[src/hw/rtl/mbq_pkg.sv]
// Package for the multichannel biquad filter: widths, register codes and types.
// Used by every module and interface of the block; depends on nothing.
package mbq_pkg;

  // Sample and coefficient formats.
  localparam int SAMPLE_BITS    = 24;
  localparam int CHAN_BITS      = 4;
  localparam int COEF_BITS      = 32;
  localparam int COEF_FRAC_BITS = 28;

  // Configuration port.
  localparam int NUM_REGS   = 5;
  localparam int ADDR_BITS  = 5;
  localparam int DATA_BITS  = 32;
  localparam int REG_IDX_BITS = 3;

  localparam logic [REG_IDX_BITS-1:0] REG_B0 = 3'd0;
  localparam logic [REG_IDX_BITS-1:0] REG_B1 = 3'd1;
  localparam logic [REG_IDX_BITS-1:0] REG_B2 = 3'd2;
  localparam logic [REG_IDX_BITS-1:0] REG_A1 = 3'd3;
  localparam logic [REG_IDX_BITS-1:0] REG_A2 = 3'd4;

  // Reset value of b0 is unity gain.
  localparam logic signed [COEF_BITS-1:0] COEF_ONE = COEF_BITS'(64'd1 << COEF_FRAC_BITS);

  typedef logic signed [SAMPLE_BITS-1:0] sample_t;
  typedef logic signed [COEF_BITS-1:0]   coef_t;

  // Full coefficient set seen by the datapath.
  typedef struct packed {
    coef_t b0;
    coef_t b1;
    coef_t b2;
    coef_t a1;
    coef_t a2;
  } coef_set_t;

  // One channel's history.
  typedef struct packed {
    sample_t x1;
    sample_t x2;
    sample_t y1;
    sample_t y2;
  } hist_t;

endpackage

[src/hw/rtl/mbq_regs.sv]
// Coefficient register file behind an APB-style write/read port.
// Depends on mbq_pkg.
module mbq_regs
  import mbq_pkg::*;
(
  input  logic                 clk_i,
  input  logic                 rst_ni,
  input  logic                 psel,
  input  logic                 penable,
  input  logic                 pwrite,
  input  logic [ADDR_BITS-1:0] paddr,
  input  logic [DATA_BITS-1:0] pwdata,
  output logic [DATA_BITS-1:0] prdata,
  output logic                 pready,
  output coef_set_t            coef_o
);

  logic [REG_IDX_BITS-1:0] reg_idx;
  logic                    wr_en;
  coef_set_t               coef_q;

  assign reg_idx = paddr[ADDR_BITS-1:2];
  assign pready  = 1'b1;
  assign wr_en   = psel && penable && pwrite;

  // Register writes; indexes beyond the list are dropped.
  always_ff @(posedge clk_i or negedge rst_ni) begin
    if (!rst_ni) begin
      coef_q.b0 <= COEF_ONE;
      coef_q.b1 <= '0;
      coef_q.b2 <= '0;
      coef_q.a1 <= '0;
      coef_q.a2 <= '0;
    end else if (wr_en) begin
      case (reg_idx)
        REG_B0:  coef_q.b0 <= pwdata;
        REG_B1:  coef_q.b1 <= pwdata;
        REG_B2:  coef_q.b2 <= pwdata;
        REG_A1:  coef_q.a1 <= pwdata;
        REG_A2:  coef_q.a2 <= pwdata;
        default: ;
      endcase
    end
  end

  // Read-back mux.
  always_comb begin
    case (reg_idx)
      REG_B0:  prdata = coef_q.b0;
      REG_B1:  prdata = coef_q.b1;
      REG_B2:  prdata = coef_q.b2;
      REG_A1:  prdata = coef_q.a1;
      REG_A2:  prdata = coef_q.a2;
      default: prdata = '0;
    endcase
  end

  assign coef_o = coef_q;

endmodule

[config.mk]
export PLATFORM = sky130hd
export DESIGN_NAME = mbq_regs
export DESIGN_NICKNAME = d
export VERILOG_FILES = /design/src/hw/rtl/mbq_pkg.sv /design/src/hw/rtl/mbq_regs.sv
export SDC_FILE = /design/constraint.sdc
export NUM_CORES = 1
export LEC_CHECK = 0
export ABC_AREA = 1
export BUFFER_PORTS_ARGS = -buffer_cell sky130_fd_sc_hd__buf_2
export CAP_MARGIN = 20
export CORE_MARGIN = 4
export CORE_UTILIZATION = 53
export CTS_BUF_LIST = sky130_fd_sc_hd__clkbuf_4
export DETAILED_ROUTE_END_ITERATION = 12
export PLACE_DENSITY_LB_ADDON = 0.25
export SYNTH_ARGS = -nofsm -noshare
export SYNTH_HDL_FRONTEND = slang
export SYNTH_SLANG_ARGS = --single-unit
export TNS_END_PERCENT = 100
[constraint.sdc]
create_clock -name clk_i -period 2.1 [get_ports clk_i]
set_input_delay 0.525 -clock clk_i [delete_from_list [all_inputs] [get_ports clk_i]]
set_output_delay 0.525 -clock clk_i [all_outputs]
set_load 0.05 [all_outputs]
; ---- After elaboration in Yosys (flattened, before gate mapping)
; Index checks and enable logic that the tools add are counted.
[word_totals]
register_bits = 160
inputBits = 42
out_inout_bits = 193
elab_cells = 18
[op_classes]
n_reduce_logical = 8
muxes = 1
n_eq_ne = 4
[op_table]
columns = operator, count
row1 = case mux 32 bit (5 select lines), 1
row2 = AND reduction 2 bit, 5
row3 = == test 3 x 2 -> 1 bit (second input constant), 2
row4 = == test 3 x 1 -> 1 bit (second input constant), 1
row5 = == test 3 bit (second input constant), 1
row6 = zero test 3 bit, 1
row7 = logical AND 1 bit, 2

; ---- Logic depth before layout (Yosys ltp)
[logic_depth]
ltp_word = 3
depth_mapped = 9
ltp_nobuf = 7

; ---- Least setup slack after synthesis
; OpenSTA, ideal clock, no wires.
[synth_path]
path_kind = input -> output
from = input port paddr[3]
to = output port prdata[0]
arrival_ns = 1.649
path_slack_ns = -0.074
stages = 8
path_buffers = 3
required_time_ns = 1.575
path_cell_list = buf_6 > nor2_4 > buf_6 > buf_4 > nand3_1 > o21ai_0 > inv_1 > nand2_1
[synth_between]
elab_chain_len = 2
elab_cells_between_ends = 6
cone_classes = eq/ne: 4 / mux: 1 / reduce/logical: 1
[synth_lines]
columns = element, line
row1 = "start, declared", mbq_regs.sv:11  ; input logic [ADDR_BITS-1:0] paddr,
row2 = "== test 3 bit, or another cell as far along", mbq_regs.sv:48  ; case (reg_idx)
row3 = case mux 32 bit (5 select lines) (*), mbq_regs.sv:48
row4 = "end, declared", mbq_regs.sv:13  ; output logic [DATA_BITS-1:0] prdata,
; Mark *: on every way between the ends. The rest lies on a longest branch, timed or not.

; ---- Final worst setup path
[layout_path]
from = input port paddr[3]
to = output port prdata[6]
; Same word-level chain as after synthesis.

==> flow_summary.toml <==
[worst_setup_path]
reg2reg_slack_ps = 1250
cp-start-kind = "primary input"
cp-startpoint = "paddr[3]"
crit_path_end_kind = "primary output"
crit_fanout = 6
endpoint = "prdata[6]"
rr_startpoint = "coef_o[156]"
r2r-end = "coef_o[156]"
reg2reg_depth = 3
cp.arrival_ps = 1580
cp.required_ps = 1570
path_class = "primary input to primary output"

[global_routing]
antenna_found_initial = 2
grt_usage_pct = 29.89
grt_pass1_vias = 7204
grt_max_degree = 69
overflow = 0
grt_pass1_wl_um = 38100

[sta]
layout_min_cycle_time_ps = 2105
fmax_ghz = 0.4751
rsz0062_at_grt = "true"
slew_violations = 0
setup_slack_ps = -4.780
fin_skew_ps = 0
setup_violations = 1
finalCritPeriodShare_pct = 100.2
finalHoldViolCount = 0

[logic_synthesis]
yosys.area.top_type = "dfrtp_1"
ys_types = 26
yosys.area.top_type_share_pct = 52.28
yosysWarnings = 0
ys_seq_elements = 160
synthCells = 934
avgSynthCellArea_um2 = 8.149
seq_area_frac_synth_pct = 52.62
syn-num-nets = 976
synthesis.area_um2 = 7611
synthTopCellsByArea = "dfrtp_1, nand2_1, o21ai_0"

[clocking]
clock_sinks = 160
cts_tree = "built"
cts_max_level = 4
clk_latency_ps = 570
clock_tree.root_cell = "clkbuf_4"
clockBufferDepth = 2
clk_pin_slew_ps = 130
cts_made_buffers = 17

[status]
status = "finished with violations"
violations = "negative setup slack"

[routing]
drc_errors = 0
drt-wirelength-per-cell_um = 18.79
wirelength_um = 26780
drt-initial-drc-count = 797
vias = 8049
via_per_inst = 5.648
drtPass1Iterations = 5
ant_nets = 0

[floorplanning]
start_util_pct = 54.41
dieArea_um2 = 16340
ios = 235
chipHeight_um = 127.8
die_x_um = 127.8
rows = 43
coreArea_um2 = 13990

[placement]
dpl-instance-area_um2 = 9345
dp_cells = 1326
portBuffers = 231
place_hpwl_um = 16330
place_congestion = 0.8124

[layout]
final_core_util_pct = 77.29
stdcell_count = 1425
largest_reg_flops = 160
drive_gt1_share_pct = 38.83
fin_area_um2 = 10810
area_growth_pct = 42.05
num-nets-final = 1274

[pwr]
power_density_nw_per_um2 = 1022
leakage_uw = 0.005814
ir_worst_vdd_v = 0.0007169

[run]
max-cap-violations = 0

[worst_hold_path]
holdPathStages = 3
min_path_type = "primary input to flop"
synth_stat cells:
master / number
nand2_1: 268
nand3_2: 1
inv_6: 1
clkbuf_2: 1
dfrtp_1: 159
nand3_1: 65
nand4_1: 48
buf_8: 1
o21ai_2: 8
buf_1: 3
inv_1: 80
dfstp_2: 1
conb_1: 1
nor2_4: 3
nand2_2: 9
inv_2: 2
nand3_4: 4
buf_2: 22
clkbuf_1: 24
buf_6: 8
nand2_4: 1
inv_4: 2
o21ai_1: 25
o21ai_0: 142
nor2_1: 48
buf_4: 7
worst max-delay path, stage by stage:
cell and delay, ps:
buf_12 120, nor2_4 150, clkbuf_16 190, clkbuf_16 160
nand3_2 60, o21ai_1 80, inv_1 60, nand2_2 80
buf_8 150
layout make-up:
type | count | area [um2]
flip-flops and latches | 160 | 4005
fillers | 967 | 3177
multi-input cells | 623 | 3144
clock buffers | 17 | 127.6
diodes | 1 | 2.502
clock inverters | 14 | 168.9
repair buffers | 345 | 2804
well taps | 180 | 225.2
inverters | 85 | 334.1
how the worst min path moves through the flow:
stage,slack [ps],start,to
after floorplan,230,rst_ni,coef_o[0]
after global placement,410,rst_ni,coef_o[29]
after detailed placement,410,rst_ni,coef_o[125]
after CTS,110,pwdata[14],coef_o[46]
after global routing,100,pwdata[17],coef_o[49]
final,150,pwdata[5],coef_o[37]
stage by stage:
step | setup WS (ps) | setup TNS [ps] | hold slack [ps] | power, uW
6_report | -4.780 | -4.780 | 147.1 | 11050
5_1_grt | -91.42 | -873.2 | 98.39 | 11530
4_1_cts | -29.28 | -365.0 | 110.3 | 10600
3_5_place_dp | -154.4 | -3397 | 405.1 | 8521
3_3_place_gp | -139.3 | -3196 | 408.8 | 8458
2_1_floorplan | 41.00 | 0 | 229.4 | 7327
where the power goes:
part           internal (uW)  switching [uW]
Sequential              3660             448
Clock                    815            1120
Combinational           1360            3640
metal layers:
layer | wire length (um) | GRT usage [%]
met1 | 10350 | 39.50
met2 | 12870 | 48.03
met3 | 2702 | 7.792
met4 | 843 | 10.55
met5 | 13 | 0
cell usage in the layout (no fill, tap or decap):
master,count
nand2_4,1
dlygate4sd3_1,1
clkbuf_16,7
buf_16,1
buf_2,194
nand3_4,5
nor2_2,27
inv_1,80
nand2_2,46
dfrtp_1,159
nand3_2,14
bufinv_16,3
clkinvlp_4,2
buf_6,15
o21ai_1,28
conb_1,1
nand2_1,231
clkbuf_4,18
inv_2,1
nor2_1,21
o21ai_2,9
buf_8,23
clkinv_4,6
clkinv_1,3
o21ai_0,138
buf_4,77
dfstp_2,1
nor2_4,3
buf_12,26
diode_2,1
inv_8,1
inv_4,3
nand3_1,51
nand4_1,48
repair_timing:
action                     in CTS  in global routing
gates cloned                    1                  9
buffers inserted                7                 50
gates resized for setup        74                 83
hold buffers                    1                  0
hold endpoints to repair       23                  0
setup endpoints to repair      32                 32
pin swaps                       3                 57
kinds of logic (layout without fill, tap and decap cells):
| logic type | after synthesis | in the layout | synth area share [%] |
|---|---|---|---|
| simple gates | 447 | 447 | 26.19 |
| other cells | 1 | 2 | 0.04927 |
| flops | 160 | 160 | 52.62 |
| compound gates | 175 | 175 | 11.90 |
| buf+inv | 151 | 461 | 9.239 |
Power figures use the tool's default switching activity.
