===== src/hw/rtl/mbq_pkg.sv =====
// Package for the multichannel biquad filter: widths, register codes and types.
// Used by every module and interface of the block; depends on nothing.
package mbq_pkg;

  // Sample and coefficient formats.
  localparam int SAMPLE_BITS    = 24;
  localparam int CHAN_BITS      = 4;
  localparam int COEF_BITS      = 32;
  localparam int COEF_FRAC_BITS = 28;

  // Configuration port.
  localparam int NUM_REGS   = 5;
  localparam int ADDR_BITS  = 5;
  localparam int DATA_BITS  = 32;
  localparam int REG_IDX_BITS = 3;

  localparam logic [REG_IDX_BITS-1:0] REG_B0 = 3'd0;
  localparam logic [REG_IDX_BITS-1:0] REG_B1 = 3'd1;
  localparam logic [REG_IDX_BITS-1:0] REG_B2 = 3'd2;
  localparam logic [REG_IDX_BITS-1:0] REG_A1 = 3'd3;
  localparam logic [REG_IDX_BITS-1:0] REG_A2 = 3'd4;

  // Reset value of b0 is unity gain.
  localparam logic signed [COEF_BITS-1:0] COEF_ONE = COEF_BITS'(64'd1 << COEF_FRAC_BITS);

  typedef logic signed [SAMPLE_BITS-1:0] sample_t;
  typedef logic signed [COEF_BITS-1:0]   coef_t;

  // Full coefficient set seen by the datapath.
  typedef struct packed {
    coef_t b0;
    coef_t b1;
    coef_t b2;
    coef_t a1;
    coef_t a2;
  } coef_set_t;

  // One channel's history.
  typedef struct packed {
    sample_t x1;
    sample_t x2;
    sample_t y1;
    sample_t y2;
  } hist_t;

endpackage


===== src/hw/rtl/mbq_hist.sv =====
// Per-channel filter history: two past inputs and two past outputs per channel.
// Depends on mbq_pkg.
module mbq_hist
  import mbq_pkg::*;
#(
  parameter int CHANNELS = 8,
  parameter int IDX_W    = 3
) (
  input  logic             clk_i,
  input  logic             rst_ni,
  input  logic [IDX_W-1:0] idx_i,
  input  logic             we_i,
  input  sample_t          x_i,
  input  sample_t          y_i,
  output hist_t            hist_o
);

  hist_t hist_q [CHANNELS];

  // Shift the addressed channel's history by one sample.
  always_ff @(posedge clk_i or negedge rst_ni) begin
    if (!rst_ni) begin
      for (int c = 0; c < CHANNELS; c++) begin
        hist_q[c] <= '0;
      end
    end else if (we_i) begin
      hist_q[idx_i].x2 <= hist_q[idx_i].x1;
      hist_q[idx_i].x1 <= x_i;
      hist_q[idx_i].y2 <= hist_q[idx_i].y1;
      hist_q[idx_i].y1 <= y_i;
    end
  end

  assign hist_o = hist_q[idx_i];

endmodule


===== config.mk =====
export PLATFORM = sky130hd
export DESIGN_NAME = mbq_hist
export DESIGN_NICKNAME = d
export VERILOG_FILES = /design/src/hw/rtl/mbq_pkg.sv /design/src/hw/rtl/mbq_hist.sv
export SDC_FILE = /design/constraint.sdc
export NUM_CORES = 1
export LEC_CHECK = 0
export ABC_CLOCK_PERIOD_IN_PS = 2670
export BUFFER_PORTS_ARGS = -buffer_cell sky130_fd_sc_hd__buf_4
export CORE_AREA = 5 5 271 273
export DETAILED_ROUTE_END_ITERATION = 12
export DIE_AREA = 0 0 276 278
export HOLD_SLACK_MARGIN = 0.02
export PLACE_DENSITY = 0.63
export SLEW_MARGIN = 0
export SYNTH_ARGS = -nofsm -noshare
export SYNTH_HDL_FRONTEND = slang
export SYNTH_SLANG_ARGS = --single-unit
export TNS_END_PERCENT = 10

===== constraint.sdc =====
create_clock -name clk_i -period 2.67 [get_ports clk_i]
set_input_delay 0.267 -clock clk_i [delete_from_list [all_inputs] [get_ports clk_i]]
set_output_delay 0.267 -clock clk_i [all_outputs]
set_load 0.02 [all_outputs]

==> Word-level counts from Yosys, hierarchy flattened <==
Index checks and enable logic that the tools add are counted.
Widths: inputs -> output; s select.
{ "totals": {"regBits": 768, "latchBits": 0, "ram_bits": 0, "rom_bits": 0, "in_bits": 54, "out_inout_bits": 96, "elab_cells": 51, "memories": 0} }
{ "classes": {"n_addsub": 0, "n_mul": 0, "div_mod_pow": 0, "n_lt_le_gt_ge": 2, "n_eq_ne": 0, "shifts": 0, "n_mux": 15, "n_bitwise": 1, "n_reduce_logical": 1} }
{ "ops": {"columns": ["op", "n"], "rows": [
  ["$bwmux 768", 4],
  ["$demux 96 s3", 4],
  ["$bmux 96 s3", 1],
  ["$mux 96", 3],
  ["$mux 72", 1],
  ["$mux 48", 1],
  ["$mux 24", 1],
  ["$ge 4x4->1 const B", 1],
  ["$lt 4x1->1 const B", 1],
  ["$not 3->4", 1],
  ["$logic_and 1x1->1", 1]
]} }

==> Longest topological paths before layout <==
Gate-level depths: netlist of the first run.
{ "logic_depth": {"word_depth": 9, "depth_mapped": 8} }

==> Least setup slack after synthesis of the first run <==
OpenSTA, ideal clock, no wires.
{ "synth_timing": {"path_kind": "input port to output port", "from": "in idx_i[0]", "to": "out hist_o[17] in the netlist's numbering", "arrival_ns": 1.665, "path_slack_ns": 0.738, "cell_stages": 7, "n_path_buf": 4, "path_cell_list": "buf_4 buf_4 buf_4 nor2_2 buf_2 a221oi_1 o22ai_1"} }
{ "synth_lines": {"columns": ["element", "line_no", "rtl"], "rows": [
  ["start, declared", "mbq_hist.sv:11", "input logic [IDX_W-1:0] idx_i,"],
  ["end, declared", "mbq_hist.sv:15", "output hist_t hist_o"]
]} }

==> impl_results.md, run 1 <==
- Status: complete, no violations
- Worst stage delay on the critical path: 490 ps
- Compound-Gate Fraction of Synth Area: 0.131
- Max Freq: 387 MHz
- RSZ-0062 raised after global routing: false
- Worst Max-Slew Pin Slew: 733 ps
- Crit end category: primary output
- Synth async-reset ratio: 1.00
- DRC errors left: 0
- Critical path origin: hist_q[623]$_DFFE_PN0P_
- Final TNS setup: 0 ps
- Final worst-path cycle share: 0.967
- WP data required: 2400 ps
- Clk_skew: 21.3 ps
- Fill cell count: 5,806
- # hold bufs at CTS: 49
- Area share of fa/ha/maj cells after synthesis: 0
- Post-synthesis cell count: 2,917
- Critical-path maximum fanout: 9
- Die Wd: 276 µm
- Ys flop type: dfrtp_1
- MaxCap Viol Count: 0
- Port Buffers: 149
- Top cell type's share of synthesized area: 0.550
- Vert. Die Dim: 278 µm
- Io pins: 150
- Count of flip-flops with a built-in enable after synthesis: 0
- Drt via density: 6.12
- Simple-gate area share of the yosys netlist: 0.0540
- DR vias: 24.8k
- WL/cell: 24.2 µm
- Number of flip-flops in the largest register: 768
- #FFs+latches synth: 768
- Mux contribution to synthesized area: 0.218
- Arr. time, crit path: 2310 ps
- Total power: 35.1 mW
- Core ar.: 0.0709 mm²
- Startpoint class of the critical path: flip-flop
- Clock buffer count from CTS: 81
- First-pass GRT wire length: 153 mm
- CTS clk-pin slew, worst paths: 60 ps
- ANT nets after route: 0
- Gr ovfl total: 0
- PD cells: 859 mW/mm²
- Syn-to-layout area delta: 16.8%
- # resized after CTS: 0
- Cell Chain, Critical Path: mux2i_1 -> o22a_1 -> nand2_1 -> buf_4
- HPWL Detailed: 63.2 mm
- Slew margin rel.: 0.510
- Synth warn: 0
- Largest area contributor in the netlist: dfrtp_1
- Hold Crit Class: in -> async
- Std-Cell Rows: 98
- Share of layout cells above drive strength 1: 0.291
- Top reg by flops: hist_q
- Tmin final: 2580 ps
- Post-CTS Setup Bufs: 0
- Critical path type: reg -> out
- Post-Synth XOR/XNOR Area: 0
- Netlist cell types: 38
- Register area share after synthesis: 0.550
- DRT Pass-1 Iters: 6
- Post-Route WL: 98.1 mm
- Largest net degree at the start of global routing: 104
- First DRT Iteration DRCs: 2,221
- Synthesized area per cell: 12.0 µm²
- Maximum vdd ir drop: 525 µV
- Worst flop-to-flop path startpoint: hist_q[623]$_DFFE_PN0P_
- Largest family of logic cells by synthesized area: multiplexers
- Max H-tree Level: 3
- Initial antenna violation count: 5
- Clk root buf: clkbuf_16
- Initial Util: 0.493
- Crit-path slowest cell: mux2i_1
- Mapped cell area: 0.0350 mm²
- Storage cell area: 0.0192 mm²
- Global placement routability congestion: 0.839
- Multi-input gate area: 0.0142 mm²
- Later-pin clock latency in the skew report: 630 ps
- Clk buf depth: 3
- Nets: 3,095
- Vias in the first global route: 25.3k
- Die Footprint: 0.0767 mm²
- Static Leak: 17.4 nW
- Top Registers: hist_q x768
- Total GRT Usage: 0.251
- CTS tree: done
- Setup violators final: 0
- Mapped Nets: 2,971
- Endpoints failing hold: 0
- Largest cells by area after synthesis: dfrtp_1 (55%), mux2_2 (14%), a31oi_1 (6.9%), mux2i_1 (5.8%), nor2_1 (4.1%)
- Clock sink count: 768
- Slew Limit Fails: 0
==> worst max-delay path: cells and delay by family (launching register included) <==
kind	cells	cell delay [ps]
flops	1	380
simple gates	1	180
mux	1	490
compound gates	1	450
buf+inv	1	200
==> cell families after synthesis <==
logic type	after synthesis
AOI/OAI and AO/OA	648
and+or+nand+nor	480
DFF	768
muxes	697
buffers and inverters	324
==> synth_stat cells (2+ instances only) <==
library cell and number:
and2_1 3, nor4bb_1 2, a221oi_1 34, clkbuf_1 50
dfrtp_1 768, o2bb2ai_1 5, a211oi_1 5, nor2_1 384
buf_1 13, and4b_1 3, a31oi_1 384, o221ai_1 25
o22a_1 96, buf_2 193, mux2_2 445, nor2_2 2
a21boi_0 5, buf_4 37, nand2b_1 2, nor2b_1 2
clkbuf_2 26, nand2_1 77, a22oi_1 67, buf_6 2
mux2i_1 202, mux4_2 2, a22o_1 5, mux2_1 48
a221o_1 5, o22ai_1 17
==> area by class of cell <==
cell class,instances,area share
clock inverters,26,0.00763
inverters,2,0.000184
flip-flops and latches,768,0.471
diodes,2,0.000123
multi-input cells,1825,0.347
clock buffers,117,0.0571
well taps,950,0.0291
repair buffers,363,0.0879
==> cell usage in the layout (no fill, tap or decap), types with 2 or more instances in the layout <==
cell type and count:
nand2b_2 2, clkbuf_16 81, and4b_4 3, dfrtp_1 768
buf_8 2, nor2_1 384, a31oi_1 384, mux2_2 445
a21boi_0 5, o22a_1 96, diode_2 2, bufinv_16 5
buf_12 58, buf_4 254, a221o_1 5, mux2_1 48
and2_1 2, dlygate4sd3_1 49, o221ai_1 25, o22ai_1 17
a22oi_1 67, nor4bb_4 2, mux4_2 2, clkinv_8 4
clkbuf_1 19, o2bb2ai_1 5, inv_6 2, nor2_2 2
nand2_1 76, a221oi_1 34, clkbuf_8 17, a22o_1 5
clkinv_2 14, mux2i_1 202, a211oi_1 5
==> report_power, final <==
part | internal, mW | leakage [nW] | switching, mW
combinational | 3.83 | 7.14 | 4.14
sequential | 14.5 | 8.97 | 1.43
clock | 6.56 | 1.31 | 4.64
total | 24.8 | 17.4 | 10.2
==> worst paths after layout <==
| check | slack (ps) | to | depth (start not counted) |
|---|---|---|---|
| max | 90 | hist_o[47] | 4 |
| min | 160 | hist_q[252]$_DFFE_PN0P_ | 2 |
| max reg2reg | 1070 | hist_q[311]$_DFFE_PN0P_ | 3 |
| min reg2reg | 490 | hist_q[456]$_DFFE_PN0P_ | 1 |
| max in group asynchronous | 1440 | hist_q[389]$_DFFE_PN0P_ | 4 |
| min in group clk_i | 320 | hist_q[423]$_DFFE_PN0P_ | 3 |
==> metrics by stage <==
stage | std cells | area, µm² | hold WS (ps) | util | setup WS, ps
2_1_floorplan | 2917 | 35000 | -28.6 | - | 738
3_3_place_gp | 3859 | 37700 | 202 | 0.532 | 365
3_5_place_dp | 3859 | 37700 | 200 | 0.532 | 337
4_1_cts | 4051 | 40800 | 145 | 0.576 | 131
5_1_grt | 4052 | 40800 | 172 | 0.576 | 93.5
6_report | 4053 | 40800 | 161 | 0.576 | 89.2
==> per-layer routing <==
metal	routed length, µm	GRT usage	vias to the layer above
met5	39	0	-
met4	1650	0.0578	6
met3	6770	0.0462	136
met2	44500	0.389	876
met1	45100	0.373	12800
li1	-	-	11000
Note: power is estimated with default switching activity, not from simulation.
==> inputs of run 2 (changes only) <==
- CORE_AREA: 5 5 271 273 -> 5 5 285 287
- DIE_AREA: 0 0 276 278 -> 0 0 290 292
- PLACE_DENSITY: 0.63 -> 0.58
==> impl_results.md, run 2 (synthesized netlist as in run 1, its figures left out) <==
- HPWL Detailed: 65.0 mm (was 63.2 mm)
- MaxCap Viol Count: 0 (unchanged)
- PD cells: 857 mW/mm² (was 859 mW/mm²)
- Critical path type: in -> out (was reg -> out)
- Maximum vdd ir drop: 467 µV (was 525 µV)
- DRC errors left: 0 (unchanged)
- Worst reg2reg path depth: 4 (was 3)
- Startpoint class of the critical path: primary input (was flip-flop)
- Global placement routability congestion: 0.811 (was 0.839)
- Hold Crit Class: in -> async (unchanged)
- Number of flip-flops in the largest register: 768 (unchanged)
- Slew Limit Fails: 0 (unchanged)
- Drt via density: 5.91 (was 6.12)
- Design Area, Final: 0.0410 mm² (was 0.0408 mm²)
- Tmin final: 2480 ps (was 2580 ps)
- Std-Cell Rows: 103 (was 98)
- Storage cell area: 0.0192 mm² (unchanged)
- Status: complete, no violations (unchanged)
- Endpoints failing hold: 0 (unchanged)
- Total GRT Usage: 0.234 (was 0.251)
- Dpl cells: 3,975 (was 3,859)
- Area after DPL: 0.0378 mm² (was 0.0377 mm²)
- Fill cell count: 6,753 (was 5,806)
- Initial Util: 0.446 (was 0.493)
- Share of layout cells above drive strength 1: 0.294 (was 0.291)
- Commonest non-fill, non-tap cell in the layout: dfrtp_1 (unchanged)
- First DRT Iteration DRCs: 2,022 (was 2,221)
- Clock buffer count from CTS: 82 (was 81)
- Later-pin clock latency in the skew report: 630 ps (about the same)
- Slew margin rel.: 0.215 (was 0.510)
- Most frequent cells in the layout: dfrtp_1 (768), mux2_2 (445), nor2_1 (384), a31oi_1 (384), buf_4 (278) (was dfrtp_1 (768), mux2_2 (445), nor2_1 (384), a31oi_1 (384), buf_4 (254))
- Cell Chain, Critical Path: buf_8 -> buf_12 -> mux2i_1 -> o22a_1 -> nand2_1 -> buf_4 (was mux2i_1 -> o22a_1 -> nand2_1 -> buf_4)
- Critical-path maximum fanout: 74 (was 9)
- Clk root buf: clkbuf_16 (unchanged)
- Crit end category: primary output (unchanged)
- Final worst-path cycle share: 0.928 (was 0.967)
- Clock sink count: 768 (unchanged)
- Reg2Reg Setup Slack: 1290 ps (was 1070 ps)
- Clk_skew: 16.4 ps (was 21.3 ps)
- Max Freq: 404 MHz (was 387 MHz)
- Setup violators final: 0 (unchanged)
- # resized after CTS: 0 (unchanged)
- Arr. time, crit path: 2210 ps (was 2310 ps)
- WL/cell: 24.2 µm (about the same)
- ANT nets after route: 0 (unchanged)
- RR Endpoint: hist_q[487]$_DFFE_PN0P_ (was hist_q[311]$_DFFE_PN0P_)
- Final TNS setup: 0 ps (unchanged)
- WP data required: 2400 ps (about the same)
- CTS clk-pin slew, worst paths: 60 ps (about the same)
- Layout Cells excl Fill: 4,176 (was 4,053)
- Crit-path slowest cell: o22a_1 (was mux2i_1)
- Clk buf depth: 3 (unchanged)
- Port Buffers: 149 (unchanged)
- Worst Max-Slew Pin Slew: 1180 ps (was 733 ps)
- Largest net degree at the start of global routing: 112 (was 104)
- Gr ovfl total: 0 (unchanged)
- CTS tree: done (unchanged)
- Vert. Die Dim: 292 µm (was 278 µm)
- Max H-tree Level: 3 (unchanged)
- Die Footprint: 0.0847 mm² (was 0.0767 mm²)
- RSZ-0062 raised after global routing: false (unchanged)
- Nets: 3,112 (was 3,095)
- Multi-input gate area: 0.0142 mm² (unchanged)
- Critical path origin: idx_i[0] (was hist_q[623]$_DFFE_PN0P_)
- Core ar.: 0.0784 mm² (was 0.0709 mm²)
- Io pins: 150 (unchanged)
- DRT Pass-1 Iters: 6 (unchanged)
- First-pass GRT wire length: 156 mm (was 153 mm)
- Worst flop-to-flop path startpoint: hist_q[127]$_DFFE_PN0P_ (was hist_q[623]$_DFFE_PN0P_)
- Total power: 35.1 mW (about the same)
- Initial antenna violation count: 6 (was 5)
- Vias in the first global route: 24.9k (was 25.3k)
- DR vias: 24.7k (was 24.8k)
- Worst stage delay on the critical path: 500 ps (was 490 ps)
- Post-Route WL: 101 mm (was 98.1 mm)
- Syn-to-layout area delta: 17.2% (was 16.8%)
- Top Registers: hist_q x768 (unchanged)
- Die Wd: 290 µm (was 276 µm)
- Static Leak: 17.5 nW (was 17.4 nW)
- Top reg by flops: hist_q (unchanged)
-- run 2: cell types whose count changed in the layout (fill, tap and decap cells not counted), moves of 2 or more --
cell | previous run | this run
buf_12 | 58 | 49
buf_4 | 254 | 278
bufinv_16 | 5 | 2
clkbuf_1 | 19 | 22
clkbuf_16 | 81 | 83
clkbuf_8 | 17 | 23
clkinv_2 | 14 | 8
clkinv_8 | 4 | 2
diode_2 | 2 | 5
inv_6 | 2 | 4
-- run 2: layout make-up --
type	instances	share of cell area
multi-input cells	1825	0.346
flip-flops and latches	768	0.469
repair buffers	379	0.0878
inverters	2	0.000183
well taps	1050	0.0321
clock buffers	128	0.0604
clock inverters	19	0.00470
diodes	5	0.000305
-- run 2: through the flow --
stage / hold slack [ps] / util / setup WS, ps
after floorplan: -28.6 / - / 738
after global routing: 165 / 0.523 / 141
after detailed placement: 179 / 0.483 / 183
after global placement: 175 / 0.483 / 184
final: 125 / 0.523 / 193
after CTS: 125 / 0.523 / 185
-- run 2: metal layers --
| layer | vias up | wire length [µm] | track usage |
|---|---|---|---|
| li1 | 11000 | - | - |
| met3 | 109 | 5880 | 0.0389 |
| met2 | 742 | 46500 | 0.369 |
| met5 | - | 7 | 0 |
| met1 | 12800 | 47100 | 0.346 |
| met4 | 2 | 1540 | 0.0467 |
-- run 2: worst max-delay path by stage --
stage | endpoint | slack, ps | cells past startpoint
after global placement | hist_o[62] | 180 | 5
after CTS | hist_o[63] | 190 | 5
after global routing | hist_o[36] | 140 | 6
final | hist_o[36] | 190 | 6
after floorplan | hist_o[17] | 740 | 7
after detailed placement | hist_o[63] | 180 | 5
-- run 2: repair_timing --
item	4_1_cts	5_1_grt
setup buffers	0	0
hold buffers	49	0
hold endpoints to repair	630	0
-- run 2: power by group --
group	internal, mW	switching, mW	leakage (nW)	total (mW)
Clock	6.57	4.64	1.31	11.2
Combinational	3.86	4.18	7.18	8.04
Sequential	14.5	1.42	8.97	15.9
Total	24.9	10.2	17.5	35.1
-- run 2: critical path, delay by kind of cell --
family / cells / cell delay [ps]
AOI/OAI and AO/OA: 1 / 500
buffers and inverters: 3 / 890
muxes: 1 / 270
and+or+nand+nor: 1 / 200
==> inputs of run 3 (changes only) <==
--- a/config.mk
+++ b/config.mk
@@ -8,9 +8,9 @@
 export ABC_CLOCK_PERIOD_IN_PS = 2670
 export BUFFER_PORTS_ARGS = -buffer_cell sky130_fd_sc_hd__buf_4
-export CORE_AREA = 5 5 285 287
+export CORE_AREA = 5 5 323 325
 export DETAILED_ROUTE_END_ITERATION = 12
-export DIE_AREA = 0 0 290 292
+export DIE_AREA = 0 0 328 330
 export HOLD_SLACK_MARGIN = 0.02
-export PLACE_DENSITY = 0.58
+export PLACE_DENSITY = 0.54
 export SLEW_MARGIN = 0
 export SYNTH_ARGS = -nofsm -noshare
==> constraint.sdc (replaced) <==
create_clock -name clk_i -period 2.67 [get_ports clk_i]
set_input_delay 0.267 -clock clk_i [delete_from_list [all_inputs] [get_ports clk_i]]
set_output_delay 0.267 -clock clk_i [all_outputs]
set_load 0.05 [all_outputs]
==> impl_results.md, run 3 (synthesized netlist as in run 1, its figures left out) <==
- Maximum vdd ir drop: 438 µV (was 467 µV)
- Global placement routability congestion: 0.751 (was 0.811)
- Commonest non-fill, non-tap cell in the layout: dfrtp_1 (unchanged)
- Status: complete, no violations (unchanged)
- Clock buffer count from CTS: 81 (was 82)
- Crit end category: primary output (unchanged)
- Max Freq: 394 MHz (was 404 MHz)
- HPWL Detailed: 63.9 mm (was 65.0 mm)
- Critical path type: in -> out (unchanged)
- Core ar.: 0.101 mm² (was 0.0784 mm²)
- Clk root buf: clkbuf_16 (unchanged)
- Syn-to-layout area delta: 17.9% (was 17.2%)
- Final worst-path cycle share: 0.950 (was 0.928)
- CTS clk-pin slew, worst paths: 60 ps (about the same)
- Initial Util: 0.346 (was 0.446)
- M1 GR Usage: 0.282 (was 0.346)
- Clk_skew: 27.1 ps (was 16.4 ps)
- Met3 Use GR: 0.0320 (was 0.0389)
- Hold Crit Class: in -> async (unchanged)
- Port Buffers: 149 (unchanged)
- Setup violators final: 0 (unchanged)
- RR Endpoint: hist_q[689]$_DFFE_PN0P_ (was hist_q[487]$_DFFE_PN0P_)
- Worst flop-to-flop path startpoint: hist_q[425]$_DFFE_PN0P_ (was hist_q[127]$_DFFE_PN0P_)
- Flop pwr share: 0.446 (was 0.452)
- Post-Route WL: 103 mm (was 101 mm)
- RSZ-0062 raised after global routing: false (unchanged)
- Tmin final: 2540 ps (was 2480 ps)
- Clock sink count: 768 (unchanged)
- Most frequent cells in the layout: dfrtp_1 (768), mux2_2 (445), nor2_1 (384), a31oi_1 (384), buf_4 (274) (was dfrtp_1 (768), mux2_2 (445), nor2_1 (384), a31oi_1 (384), buf_4 (278))
- Top Registers: hist_q x768 (unchanged)
- Vias in the first global route: 24.2k (was 24.9k)
- Largest net degree at the start of global routing: 103 (was 112)
- P_sw: 10.9 mW (was 10.2 mW)
- Storage cell area: 0.0192 mm² (unchanged)
- Later-pin clock latency in the skew report: 630 ps (about the same)
- Slew margin rel.: 0.152 (was 0.215)
- Total power: 35.6 mW (was 35.1 mW)
- Total GRT Usage: 0.187 (was 0.234)
- Slew Limit Fails: 0 (unchanged)
- Int Pwr: 24.7 mW (was 24.9 mW)
- Share of layout cells above drive strength 1: 0.293 (was 0.294)
- Final TNS setup: 0 ps (unchanged)
- Grt peak-use layer: met1 (was met2)
- Clk buf depth: 3 (unchanged)
- Reg2Reg Setup Slack: 1320 ps (was 1290 ps)
- Startpoint class of the critical path: primary input (unchanged)
- Static Leak: 17.4 nW (was 17.5 nW)
- Arr. time, crit path: 2270 ps (was 2210 ps)
- Nets: 3,105 (was 3,112)
- Initial antenna violation count: 15 (was 6)
- WP data required: 2400 ps (about the same)
- Multi-input gate area: 0.0142 mm² (about the same)
- Gr ovfl total: 0 (unchanged)
- CTS tree: done (unchanged)
- Std-Cell Rows: 117 (was 103)
- Endpoints failing hold: 0 (unchanged)
- Critical path origin: idx_i[1] (was idx_i[0])
- ANT nets after route: 0 (unchanged)
- DRC errors left: 0 (unchanged)
- WL/cell: 23.0 µm (was 24.2 µm)
- DR vias: 24.1k (was 24.7k)
- Vert. Die Dim: 330 µm (was 292 µm)
- Worst Max-Slew Pin Slew: 1270 ps (was 1180 ps)
- Met2 Track Usage GR: 0.280 (was 0.369)
- Die Footprint: 0.108 mm² (was 0.0847 mm²)
- Fill cell count: 9,657 (was 6,753)
- Sw Ratio: 0.306 (was 0.291)
- First-pass GRT wire length: 157 mm (was 156 mm)
- Die Wd: 328 µm (was 290 µm)
- First DRT Iteration DRCs: 1,746 (was 2,022)
- Max H-tree Level: 3 (unchanged)
- Critical-path maximum fanout: 23 (was 74)
- PD cells: 864 mW/mm² (was 857 mW/mm²)
- Number of flip-flops in the largest register: 768 (unchanged)
- End of the critical path: hist_o[70] (was hist_o[36])
- Io pins: 150 (unchanged)
- MaxCap Viol Count: 0 (unchanged)
- Logic pwr share: 0.246 (was 0.229)
- Worst reg2reg path depth: 3 (was 4)
- Top reg by flops: hist_q (unchanged)
- Clock network fraction of design power: 0.308 (was 0.319)
- DRT Pass-1 Iters: 5 (was 6)
- Drt via density: 5.37 (was 5.91)
run 3: cell types whose count changed in the layout (fill, tap and decap cells not counted), moves of 3 or more:
cell      delta
clkinv_2     +5
clkbuf_1     -3
buf_4        -4
buf_12       -3
run 3: worst max-delay path, stage by stage:
cell      delay (ps)
buf_6            180
nor2_2           980
a221oi_1         240
o22ai_1          310
buf_4            260
run 3: power groups by stage:
stage               Sequential, mW  Combinational, mW  Clock [mW]
global route                  16.2               9.55        11.7
detailed placement            16.1               8.71           0
CTS                           15.9               8.81        11.3
floorplan                     15.6               6.25           0
finish                        15.9               8.75        11.0
global placement              16.0               8.62           0
run 3: worst min path at each step:
| stage | end | depth (start not counted) |
|---|---|---|
| finish | hist_q[336]$_DFFE_PN0P_ | 2 |
| global route | hist_q[336]$_DFFE_PN0P_ | 2 |
| CTS | hist_q[336]$_DFFE_PN0P_ | 2 |
| detailed placement | hist_q[468]$_DFFE_PN0P_ | 1 |
| global placement | hist_q[471]$_DFFE_PN0P_ | 1 |
| floorplan | hist_q[0]$_DFFE_PN0P_ | 0 |
run 3: layout make-up:
type                       instances  share of cell area
sequential                       768               0.466
clock buffer                     121              0.0579
antenna                            5            0.000304
timing repair buffer             373              0.0855
multi-input combinational       1825               0.344
tap                             1368              0.0415
inverter                           2            0.000182
clock inverter                    19             0.00389
run 3: through the flow:
step	worst slack (ps)	cells	util	hold slack, ps	cell area [µm²]
detailed placement	117	4287	0.377	224	38200
finish	133	4481	0.407	173	41200
CTS	118	4476	0.407	148	41200
floorplan	333	2917	-	-28.6	35000
global route	126	4476	0.407	184	41200
global placement	189	4287	0.377	226	38200
run 3: what timing repair did:
action                                 4_1_cts  5_1_grt
endpoints found under the hold margin      580        0
resized for setup                            0        0
hold buffers                                49        0
setup buffers                                0        0
run 3: layer usage:
metal	part of all wire	vias up
met2	0.43	577
li1	-	11000
met4	0.022	12
met5	0.00078	-
met1	0.49	12400
met3	0.050	126
